===== config.mk =====
export PLATFORM = sky130hd
export DESIGN_NAME = websocket_frame_deframer_top
export DESIGN_NICKNAME = d
export VERILOG_FILES = /design/src/hdl/wsfd_pkg.sv /design/src/hdl/wsfd_cfg.sv /design/src/hdl/wsfd_parser.sv /design/src/hdl/wsfd_outq.sv /design/src/hdl/websocket_frame_deframer_top.sv
export SDC_FILE = /design/constraint.sdc
export NUM_CORES = 1
export LEC_CHECK = 0
export BUFFER_PORTS_ARGS = -buffer_cell sky130_fd_sc_hd__buf_2
export CAP_MARGIN = 20
export CELL_PAD_IN_SITES_DETAIL_PLACEMENT = 1
export CELL_PAD_IN_SITES_GLOBAL_PLACEMENT = 2
export CORE_MARGIN = 2
export CORE_UTILIZATION = 34
export CTS_CLUSTER_SIZE = 25
export DETAILED_ROUTE_END_ITERATION = 12
export PLACE_DENSITY_LB_ADDON = 0.1
export SLEW_MARGIN = 30
export SYNTH_ARGS = -nofsm -noshare
export SYNTH_HDL_FRONTEND = slang
export SYNTH_SLANG_ARGS = --single-unit

===== constraint.sdc =====
create_clock -name clk -period 6.5 [get_ports clk]
set_input_delay 0.65 -clock clk [delete_from_list [all_inputs] [get_ports clk]]
set_output_delay 0.65 -clock clk [all_outputs]
set_load 0.01 [all_outputs]

===== src/hdl/wsfd_pkg.sv =====
// wsfd_pkg: shared types and constants for the WebSocket frame deframer.
// No dependencies; used by every module under hdl/.
package wsfd_pkg;

    localparam int ADDR_W    = 4;
    localparam int DATA_W    = 64;
    localparam int LIMIT_W   = 63;
    localparam int LEN_W     = 64;

    localparam logic [LIMIT_W-1:0] LIMIT_RESET = 63'd16777216;

    // register index is paddr divided by 8
    localparam logic REG_HARD_LIMIT = 1'b0;

    localparam logic [6:0] LEN7_EXT16   = 7'd126;
    localparam logic [6:0] LEN7_CTL_MAX = 7'd125;
    localparam logic [3:0] EXT16_BYTES  = 4'd2;
    localparam logic [3:0] EXT64_BYTES  = 4'd8;
    localparam logic [3:0] KEY_BYTES    = 4'd4;

    typedef enum logic [2:0] {
        ST_LEGAL    = 3'd0,
        ST_RSV      = 3'd1,
        ST_BAD_EXT  = 3'd2,
        ST_RSV_OP   = 3'd3,
        ST_BAD_CTL  = 3'd4,
        ST_UNMASKED = 3'd5
    } status_t;

    typedef enum logic {
        KIND_HEADER  = 1'b0,
        KIND_PAYLOAD = 1'b1
    } kind_t;

    typedef struct packed {
        kind_t             kind;
        status_t           status;
        logic              fin;
        logic [3:0]        opcode;
        logic              masked;
        logic [LEN_W-1:0]  payload_length;
        logic [7:0]        data_byte;
        logic              last;
    } result_t;

endpackage


===== src/hdl/wsfd_cfg.sv =====
// wsfd_cfg: APB-style configuration register holding hard_limit.
// Depends on wsfd_pkg.
module wsfd_cfg
(
    input  logic                          clk,
    input  logic                          rst_n,
    input  logic                          psel,
    input  logic                          penable,
    input  logic                          pwrite,
    input  logic [wsfd_pkg::ADDR_W-1:0]   paddr,
    input  logic [wsfd_pkg::DATA_W-1:0]   pwdata,
    output logic [wsfd_pkg::DATA_W-1:0]   prdata,
    output logic                          pready,
    output logic [wsfd_pkg::LIMIT_W-1:0]  hard_limit
);

    logic [wsfd_pkg::LIMIT_W-1:0] limit_reg;
    logic [wsfd_pkg::LIMIT_W-1:0] limit_next;
    logic                         sel_limit;

    assign pready    = 1'b1;
    assign sel_limit = (paddr[wsfd_pkg::ADDR_W-1] == wsfd_pkg::REG_HARD_LIMIT);

    always_comb
    begin
        limit_next = limit_reg;
        if (psel && penable && pwrite && sel_limit)
        begin
            limit_next = pwdata[wsfd_pkg::LIMIT_W-1:0];
        end
    end

    always_ff @(posedge clk or negedge rst_n)
    begin
        if (!rst_n)
        begin
            limit_reg <= wsfd_pkg::LIMIT_RESET;
        end
        else
        begin
            limit_reg <= limit_next;
        end
    end

    assign prdata     = sel_limit ? {1'b0, limit_reg} : '0;
    assign hard_limit = limit_reg;

endmodule


===== src/hdl/wsfd_parser.sv =====
// wsfd_parser: frame header parser and payload unmasker, one byte per cycle while accept is high.
// Depends on wsfd_pkg; feeds wsfd_outq.
module wsfd_parser
(
    input  logic                          clk,
    input  logic                          rst_n,
    input  logic                          accept,
    input  logic [7:0]                    stream_byte,
    input  logic                          restart,
    input  logic [wsfd_pkg::LIMIT_W-1:0]  hard_limit,
    output logic                          res_valid,
    output wsfd_pkg::result_t             res
);

    typedef enum logic [4:0] {
        PH_FIRST  = 5'b00001,
        PH_SECOND = 5'b00010,
        PH_EXT    = 5'b00100,
        PH_KEY    = 5'b01000,
        PH_DATA   = 5'b10000
    } phase_t;

    phase_t                     phase_reg, phase_next;
    logic [3:0]                 cnt_reg, cnt_next;
    logic [7:0]                 b0_reg, b0_next;
    logic [7:0]                 b1_reg, b1_next;
    logic [wsfd_pkg::LEN_W-1:0] len_reg, len_next;
    logic [31:0]                key_reg, key_next;
    logic [wsfd_pkg::LEN_W-1:0] rem_reg, rem_next;
    logic [1:0]                 kidx_reg, kidx_next;
    logic                       halted_reg, halted_next;

    phase_t                     ph;
    logic                       do_finish;
    logic [7:0]                 fin_b1;
    logic [wsfd_pkg::LEN_W-1:0] fin_plen;
    logic [wsfd_pkg::LEN_W-1:0] acc;
    logic [wsfd_pkg::LEN_W-1:0] rem_dec;
    logic [3:0]                 cnt_inc;
    logic [3:0]                 ext_need;
    logic [7:0]                 key_byte;
    logic [6:0]                 len7;
    logic [3:0]                 op;
    wsfd_pkg::status_t          status;

    assign op      = b0_reg[3:0];
    assign len7    = fin_b1[6:0];
    assign cnt_inc = cnt_reg + 4'd1;
    assign acc     = {len_reg[wsfd_pkg::LEN_W-9:0], stream_byte};
    assign rem_dec = rem_reg - 64'd1;
    assign ext_need = (b1_reg[6:0] == wsfd_pkg::LEN7_EXT16) ? wsfd_pkg::EXT16_BYTES
                                                            : wsfd_pkg::EXT64_BYTES;

    always_comb
    begin
        unique case (kidx_reg)
            2'd0:    key_byte = key_reg[31:24];
            2'd1:    key_byte = key_reg[23:16];
            2'd2:    key_byte = key_reg[15:8];
            default: key_byte = key_reg[7:0];
        endcase
    end

    // legality checks, first failing one wins
    always_comb
    begin
        priority if (b0_reg[6:4] != 3'd0)
            status = wsfd_pkg::ST_RSV;
        else if (len7 >= wsfd_pkg::LEN7_EXT16 &&
                 (fin_plen < 64'd126 || fin_plen > {1'b0, hard_limit}))
            status = wsfd_pkg::ST_BAD_EXT;
        else if ((op >= 4'd3 && op <= 4'd7) || op >= 4'd11)
            status = wsfd_pkg::ST_RSV_OP;
        else if (op[3] && (len7 > wsfd_pkg::LEN7_CTL_MAX || !b0_reg[7]))
            status = wsfd_pkg::ST_BAD_CTL;
        else if (!fin_b1[7] && len7 != 7'd0)
            status = wsfd_pkg::ST_UNMASKED;
        else
            status = wsfd_pkg::ST_LEGAL;
    end

    always_comb
    begin
        phase_next  = phase_reg;
        cnt_next    = cnt_reg;
        b0_next     = b0_reg;
        b1_next     = b1_reg;
        len_next    = len_reg;
        key_next    = key_reg;
        rem_next    = rem_reg;
        kidx_next   = kidx_reg;
        halted_next = halted_reg;
        do_finish   = 1'b0;
        fin_b1      = b1_reg;
        fin_plen    = (b1_reg[6:0] >= wsfd_pkg::LEN7_EXT16) ? len_reg
                                                            : {57'd0, b1_reg[6:0]};
        res_valid   = 1'b0;
        res.kind           = wsfd_pkg::KIND_PAYLOAD;
        res.status         = wsfd_pkg::ST_LEGAL;
        res.fin            = b0_reg[7];
        res.opcode         = b0_reg[3:0];
        res.masked         = b1_reg[7];
        res.payload_length = len_reg;
        res.data_byte      = stream_byte ^ key_byte;
        res.last           = (rem_dec == 64'd0);

        ph = restart ? PH_FIRST : phase_reg;

        if (accept)
        begin
            if (restart)
            begin
                halted_next = 1'b0;
                phase_next  = PH_FIRST;
            end
            if (!halted_reg || restart)
            begin
                unique case (ph)
                    PH_FIRST:
                    begin
                        b0_next    = stream_byte;
                        b1_next    = 8'd0;
                        len_next   = '0;
                        key_next   = '0;
                        cnt_next   = 4'd0;
                        phase_next = PH_SECOND;
                    end
                    PH_SECOND:
                    begin
                        b1_next  = stream_byte;
                        len_next = '0;
                        key_next = '0;
                        cnt_next = 4'd0;
                        if (stream_byte[6:0] >= wsfd_pkg::LEN7_EXT16)
                            phase_next = PH_EXT;
                        else if (stream_byte[7])
                            phase_next = PH_KEY;
                        else
                        begin
                            do_finish = 1'b1;
                            fin_b1    = stream_byte;
                            fin_plen  = {57'd0, stream_byte[6:0]};
                        end
                    end
                    PH_EXT:
                    begin
                        len_next = acc;
                        cnt_next = cnt_inc;
                        if (cnt_inc >= ext_need)
                        begin
                            cnt_next = 4'd0;
                            if (b1_reg[7])
                                phase_next = PH_KEY;
                            else
                            begin
                                do_finish = 1'b1;
                                fin_plen  = acc;
                            end
                        end
                    end
                    PH_KEY:
                    begin
                        key_next = {key_reg[23:0], stream_byte};
                        cnt_next = cnt_inc;
                        if (cnt_inc >= wsfd_pkg::KEY_BYTES)
                        begin
                            cnt_next  = 4'd0;
                            do_finish = 1'b1;
                        end
                    end
                    PH_DATA:
                    begin
                        res_valid = 1'b1;
                        kidx_next = kidx_reg + 2'd1;
                        rem_next  = rem_dec;
                        if (rem_dec == 64'd0)
                            phase_next = PH_FIRST;
                    end
                    default:
                    begin
                        phase_next = PH_FIRST;
                    end
                endcase

                if (do_finish)
                begin
                    res_valid          = 1'b1;
                    res.kind           = wsfd_pkg::KIND_HEADER;
                    res.status         = status;
                    res.masked         = fin_b1[7];
                    res.payload_length = fin_plen;
                    res.data_byte      = 8'd0;
                    res.last           = (fin_plen == 64'd0);
                    len_next           = fin_plen;
                    phase_next         = PH_FIRST;
                    if (status != wsfd_pkg::ST_LEGAL)
                        halted_next = 1'b1;
                    else if (fin_plen != 64'd0)
                    begin
                        phase_next = PH_DATA;
                        rem_next   = fin_plen;
                        kidx_next  = 2'd0;
                    end
                end
            end
        end
    end

    always_ff @(posedge clk or negedge rst_n)
    begin
        if (!rst_n)
        begin
            phase_reg  <= PH_FIRST;
            cnt_reg    <= 4'd0;
            b0_reg     <= 8'd0;
            b1_reg     <= 8'd0;
            len_reg    <= '0;
            key_reg    <= '0;
            rem_reg    <= '0;
            kidx_reg   <= 2'd0;
            halted_reg <= 1'b0;
        end
        else
        begin
            phase_reg  <= phase_next;
            cnt_reg    <= cnt_next;
            b0_reg     <= b0_next;
            b1_reg     <= b1_next;
            len_reg    <= len_next;
            key_reg    <= key_next;
            rem_reg    <= rem_next;
            kidx_reg   <= kidx_next;
            halted_reg <= halted_next;
        end
    end

`ifndef SYNTHESIS
    a_halt_first: assert property (@(posedge clk) disable iff (!rst_n)
        halted_reg |-> phase_reg == PH_FIRST)
        else $error("halted outside first header byte phase");
    a_data_rem: assert property (@(posedge clk) disable iff (!rst_n)
        phase_reg == PH_DATA |-> rem_reg != 64'd0)
        else $error("payload phase with nothing remaining");
    a_cnt_range: assert property (@(posedge clk) disable iff (!rst_n)
        cnt_reg < wsfd_pkg::EXT64_BYTES)
        else $error("header byte count out of range");
`endif

endmodule


===== src/hdl/wsfd_outq.sv =====
// wsfd_outq: two-entry result queue between parser and output channel.
// Depends on wsfd_pkg.
module wsfd_outq
(
    input  logic              clk,
    input  logic              rst_n,
    input  logic              push,
    input  wsfd_pkg::result_t din,
    output logic              full,
    output logic              out_valid,
    input  logic              out_ready,
    output wsfd_pkg::result_t dout
);

    wsfd_pkg::result_t ent0_reg;
    wsfd_pkg::result_t ent1_reg;
    logic [1:0]        cnt_reg, cnt_next;
    logic              pop;
    logic              slot;

    assign pop       = (cnt_reg != 2'd0) && out_ready;
    // entry index for an incoming result: count after this cycle's pop
    assign slot      = cnt_reg[0] ^ pop;
    assign full      = (cnt_reg == 2'd2);
    assign out_valid = (cnt_reg != 2'd0);
    assign dout      = ent0_reg;
    assign cnt_next  = cnt_reg + {1'b0, push} - {1'b0, pop};

    always_ff @(posedge clk or negedge rst_n)
    begin
        if (!rst_n)
        begin
            cnt_reg <= 2'd0;
        end
        else
        begin
            cnt_reg <= cnt_next;
        end
    end

    always_ff @(posedge clk)
    begin
        if (push && !slot)
            ent0_reg <= din;
        else if (pop)
            ent0_reg <= ent1_reg;
        if (push && slot)
            ent1_reg <= din;
    end

`ifndef SYNTHESIS
    a_cnt_max: assert property (@(posedge clk) disable iff (!rst_n)
        cnt_reg <= 2'd2)
        else $error("result queue overflow");
    a_no_push_full: assert property (@(posedge clk) disable iff (!rst_n)
        !(push && full))
        else $error("push into full result queue");
    a_head_hold: assert property (@(posedge clk) disable iff (!rst_n)
        (out_valid && !out_ready) |=> $stable(ent0_reg))
        else $error("queue head changed while stalled");
`endif

endmodule


===== src/hdl/websocket_frame_deframer_top.sv =====
// websocket_frame_deframer_top: top level of the WebSocket frame deframer.
// Depends on wsfd_pkg, wsfd_cfg, wsfd_parser and wsfd_outq.
//
// Usage:
//   Input channel (in_valid/in_ready) carries one stream byte per transaction
//   plus a restart flag that forces the byte to be parsed as a first header
//   byte. Output channel (out_valid/out_ready) carries header results and
//   unmasked payload bytes; bytes of the header other than the last give no
//   output, nor do bytes dropped after an illegal header.
//   Each result is registered in the result queue before it is presented.
//   Throughput: one byte per cycle while in_ready is high; all parsing is
//   combinational logic ahead of a two-entry result queue.
//   Receiver stall: the queue holds up to two results; in_ready drops only
//   when both entries are occupied, and rises again as soon as one drains.
//   Reset (rst_n low, asynchronous) empties the queue, returns the parser to
//   the first header byte and sets hard_limit to 16777216.
//   hard_limit lives at byte address 0 of the APB port (64-bit data, low 63
//   bits kept); write it only while the block is idle.
module websocket_frame_deframer_top
(
    input  logic                          clk,
    input  logic                          rst_n,
    input  logic                          psel,
    input  logic                          penable,
    input  logic                          pwrite,
    input  logic [wsfd_pkg::ADDR_W-1:0]   paddr,
    input  logic [wsfd_pkg::DATA_W-1:0]   pwdata,
    output logic [wsfd_pkg::DATA_W-1:0]   prdata,
    output logic                          pready,
    input  logic                          in_valid,
    output logic                          in_ready,
    input  logic [7:0]                    stream_byte,
    input  logic                          restart,
    output logic                          out_valid,
    input  logic                          out_ready,
    output logic                          kind,
    output logic [2:0]                    status,
    output logic                          fin,
    output logic [3:0]                    opcode,
    output logic                          masked,
    output logic [wsfd_pkg::LEN_W-1:0]    payload_length,
    output logic [7:0]                    data_byte,
    output logic                          last
);

    logic [wsfd_pkg::LIMIT_W-1:0] hard_limit;
    logic                         accept;
    logic                         full;
    logic                         res_valid;
    wsfd_pkg::result_t            res;
    wsfd_pkg::result_t            head;

    assign in_ready = !full;
    assign accept   = in_valid && in_ready;

    wsfd_cfg u_cfg
    (
        .clk        (clk),
        .rst_n      (rst_n),
        .psel       (psel),
        .penable    (penable),
        .pwrite     (pwrite),
        .paddr      (paddr),
        .pwdata     (pwdata),
        .prdata     (prdata),
        .pready     (pready),
        .hard_limit (hard_limit)
    );

    wsfd_parser u_parser
    (
        .clk         (clk),
        .rst_n       (rst_n),
        .accept      (accept),
        .stream_byte (stream_byte),
        .restart     (restart),
        .hard_limit  (hard_limit),
        .res_valid   (res_valid),
        .res         (res)
    );

    wsfd_outq u_outq
    (
        .clk       (clk),
        .rst_n     (rst_n),
        .push      (res_valid),
        .din       (res),
        .full      (full),
        .out_valid (out_valid),
        .out_ready (out_ready),
        .dout      (head)
    );

    assign kind           = head.kind;
    assign status         = head.status;
    assign fin            = head.fin;
    assign opcode         = head.opcode;
    assign masked         = head.masked;
    assign payload_length = head.payload_length;
    assign data_byte      = head.data_byte;
    assign last           = head.last;

endmodule


==> out/qor.yml <==
status: "finished, final reports clean"
crit_arrival_ps: 6500
vias: 20700
cts_max_path_buffers: 3
post-synth-top-count-cell: "nor2_1"
dr_wl_met3_um: 4410
clkTransAtPathRegs_ps: 60
avgSynthCellArea_um2: 9.47
start_util_pct: 34.3
p_leak_nw: 11.9
grt.total_usage_pct: 24.5
min_path_type: "input port to async pin"
synth-async-reset-ratio_pct: 60.4
tightest_slew_ps: 907
final_area_mm2: 0.0279
relSlewSlack_pct: 39.4
die_area_mm2: 0.0726
num_io_pins: 234
rsz0062_at_grt: "false"
pwr-share-seq_pct: 43.6
ys_seq_area_share_pct: 47.2
drv_slew: 0
wl_um: 91200
worstSetupEndpointType: "flop"
p_comb_share_pct: 27.3
worstPathRequired_ps: 6990
drt_first_iter_violations: 1324
period_share_pct: 92.4
ys_ff_latch: 419
synth_top_area_cell: "dfrtp_1"
synth_enable_flop_cells: 166
cap_violations: 0
cts_tree: "done"
setup_tns_ps: 0
slowest_stage: "dfrtp_1"
fillers: 7959
wl_met1_um: 38700
cp_cell_sequence: "nand4_1, or2_2, nor2_1, ha_1, nor2_1, a31o_2, a2111oi_4, buf_4, buf_12, o21ai_0, ha_1, nand4_1, nor3_1, nand3_1, a311oi_1, o311a_1, o211a_1, nor4_4, buf_4, buf_4, a21oi_1, buf_4, nor2_1, o21a_1"
num_rows: 97
worstSetupPathType: "flop to flop"
clk_latency_ps: 620
area_growth_pct: 16.3
grt-ovfl-total: 0
synthFlopType: "dfrtp_1"
startpoint_type: "flop"
hold_viol_final: 0
skew_ps: 23.6
first_global_vias: 21500
die_x_um: 270
cp_num_buf_inv: 5
clkSinkCount: 419
io_buffer_count: 227
max_freq_mhz: 167
wl_met2_um: 44400
synth_cell_types: 80
hpwl_um: 64000
synth.net_count: 2688
netlist_area_mm2: 0.0240
p_switching_mw: 3.89
powerDensity_mw_per_mm2: 353
synthTopCellsByCount: "nor2_1 (307), dfrtp_1 (251), nand2_1 (238)"
yosys-top-cells-area: "dfrtp_1 (26%), edfxtp_1 (21%), mux2_2 (7.5%), nor2_1 (4.8%), a21oi_1 (4.5%)"
cp_slowest_stage_delay_ps: 480
synthCells: 2530
synth_warnings: 0
place_area_mm2: 0.0262
via_per_inst: 5.66
ir_worst_vdd_mv: 0.251
die_h_um: 270
grt_pass1_wl_um: 137000
path_max_fanout: 62
nNetsFinal: 2829
switching_share_pct: 39.6
drt_first_pass_iters: 5
setup_viol: 0
grt_max_degree: 108
top_layer: "met4"
wl_per_cell_um: 25.0
yosysTopAreaCellShare_pct: 26.2
drtAntennaViolNets: 0
core_mm2: 0.0699
cts_root_buf: "clkbuf_16"
place.gp.congestion: 0.878
clkPwrFrac_pct: 29.1
num_antenna_cells: 0
p_int_mw: 5.93
period_minus_slack_ps: 6000
antenna_found_initial: 1
drive_gt1_share_pct: 21.3
critPathMostFrequentCell: "buf_4"
cts_max_level: 2
cpLargestDelayFamily: "compound AO/OA/AOI/OAI gates"
drt_drc_violations_left: 0
cts_buffers: 50
==> stage by stage <==
| stage | setup WS [ps] | power (mW) | instances | utilization [%] | hold slack [ps] |
|---|---|---|---|---|---|
| 4_1_cts | 86.0 | 9.87 | 3646 | 39.8 | 65.5 |
| 6_report | 497 | 9.83 | 3653 | 39.9 | 53.9 |
| 2_1_floorplan | 269 | 5.59 | 2530 | - | 354 |
| 5_1_grt | 49.4 | 10.3 | 3653 | 39.9 | 109 |
| 3_5_place_dp | 94.2 | 6.98 | 3552 | 37.4 | 471 |
| 3_3_place_gp | 356 | 6.85 | 3551 | 37.4 | 456 |
==> power groups by stage <==
stage               sequential [mW]  clock, mW  combinational (mW)
finish                         4.28       2.86                2.68
global route                   4.33       3.03                2.97
CTS                            4.25       2.93                2.69
detailed placement             4.30          0                2.68
global placement               4.27          0                2.58
floorplan                      3.69          0                1.90
==> per-layer routing <==
| metal | track usage [%] | vias to the layer above |
|---|---|---|
| met5 | 0.0658 | - |
| met4 | 9.91 | 0 |
| met3 | 3.86 | 160 |
| met2 | 41.8 | 548 |
| met1 | 31.0 | 10500 |
| li1 | - | 9485 |
==> cells in the final DEF (no fill, tap or decap), drive strengths merged, types with 7 or more instances in the layout <==
cell type	count
nand4	26
o21a	11
or2	10
nor3	75
xnor2	25
nand3b	9
nand2	238
a211oi	21
a22oi	13
or3	21
a32o	14
nor4	46
xor2	10
a22o	71
nand4b	7
o21ai	111
mux2i	10
a31oi	23
edfxtp	166
ha	74
buf	297
a32oi	8
clkbuf	63
mux2	159
or4	25
o211ai	20
clkinv	23
o31ai	17
nand3	76
a21o	8
a21oi	218
inv	95
nor2	308
dfrtp	251
and3	54
nand2b	15
a222oi	8
==> cells by family (layout without fill, tap and decap cells) <==
family | count (synthesis) | in the layout | synth area share (%)
adder cells (fa/ha/maj) | 74 | 74 | 3.86
XOR/XNOR | 35 | 35 | 1.28
AND/OR/NAND/NOR | 935 | 936 | 18.5
flip-flops | 419 | 419 | 47.2
other | 2 | 2 | 0.0313
buffers and inverters | 301 | 483 | 4.91
AO/OA/AOI/OAI | 595 | 595 | 16.3
multiplexers | 169 | 169 | 7.89
==> path summary, 6_finish.rpt <==
path                            cells after the start  slack, ps                             start                          endpoint
max in group asynchronous                           3       5010                             rst_n  u_parser.key_reg[19]$_DFFE_PN0P_
worst min-delay path                                1         50                             rst_n   u_cfg.hard_limit[2]$_DFFE_PN0P_
worst min register to register                      2        480  u_parser.key_reg[27]$_DFFE_PN0P_  u_parser.key_reg[27]$_DFFE_PN0P_
min in group clk                                    2        270                         pwdata[6]   u_cfg.hard_limit[6]$_DFFE_PN0P_
worst max register to register                     24        500    u_parser.b1_reg[1]$_DFFE_PN0P_  u_parser.rem_reg[35]$_DFFE_PN0P_
worst max-delay path                               24        500    u_parser.b1_reg[1]$_DFFE_PN0P_  u_parser.rem_reg[35]$_DFFE_PN0P_
==> final cells by class <==
| type | instances | area, um^2 | share of cell area [%] |
|---|---|---|---|
| well taps | 940 | 1180 | 4.22 |
| multi-input cells | 1811 | 11600 | 41.6 |
| inverters | 92 | 345 | 1.24 |
| repair buffers | 297 | 1800 | 6.46 |
| clock inverters | 31 | 292 | 1.05 |
| clock buffers | 63 | 1330 | 4.77 |
| flip-flops and latches | 419 | 11300 | 40.6 |
==> timing repair <==
item | 4_1_cts | 5_1_grt
hold buffers | 0 | 0
resized for setup | 0 | 1
buffers inserted | 0 | 5
setup endpoints to repair | 0 | 68
(Power assumes the default switching activity.)
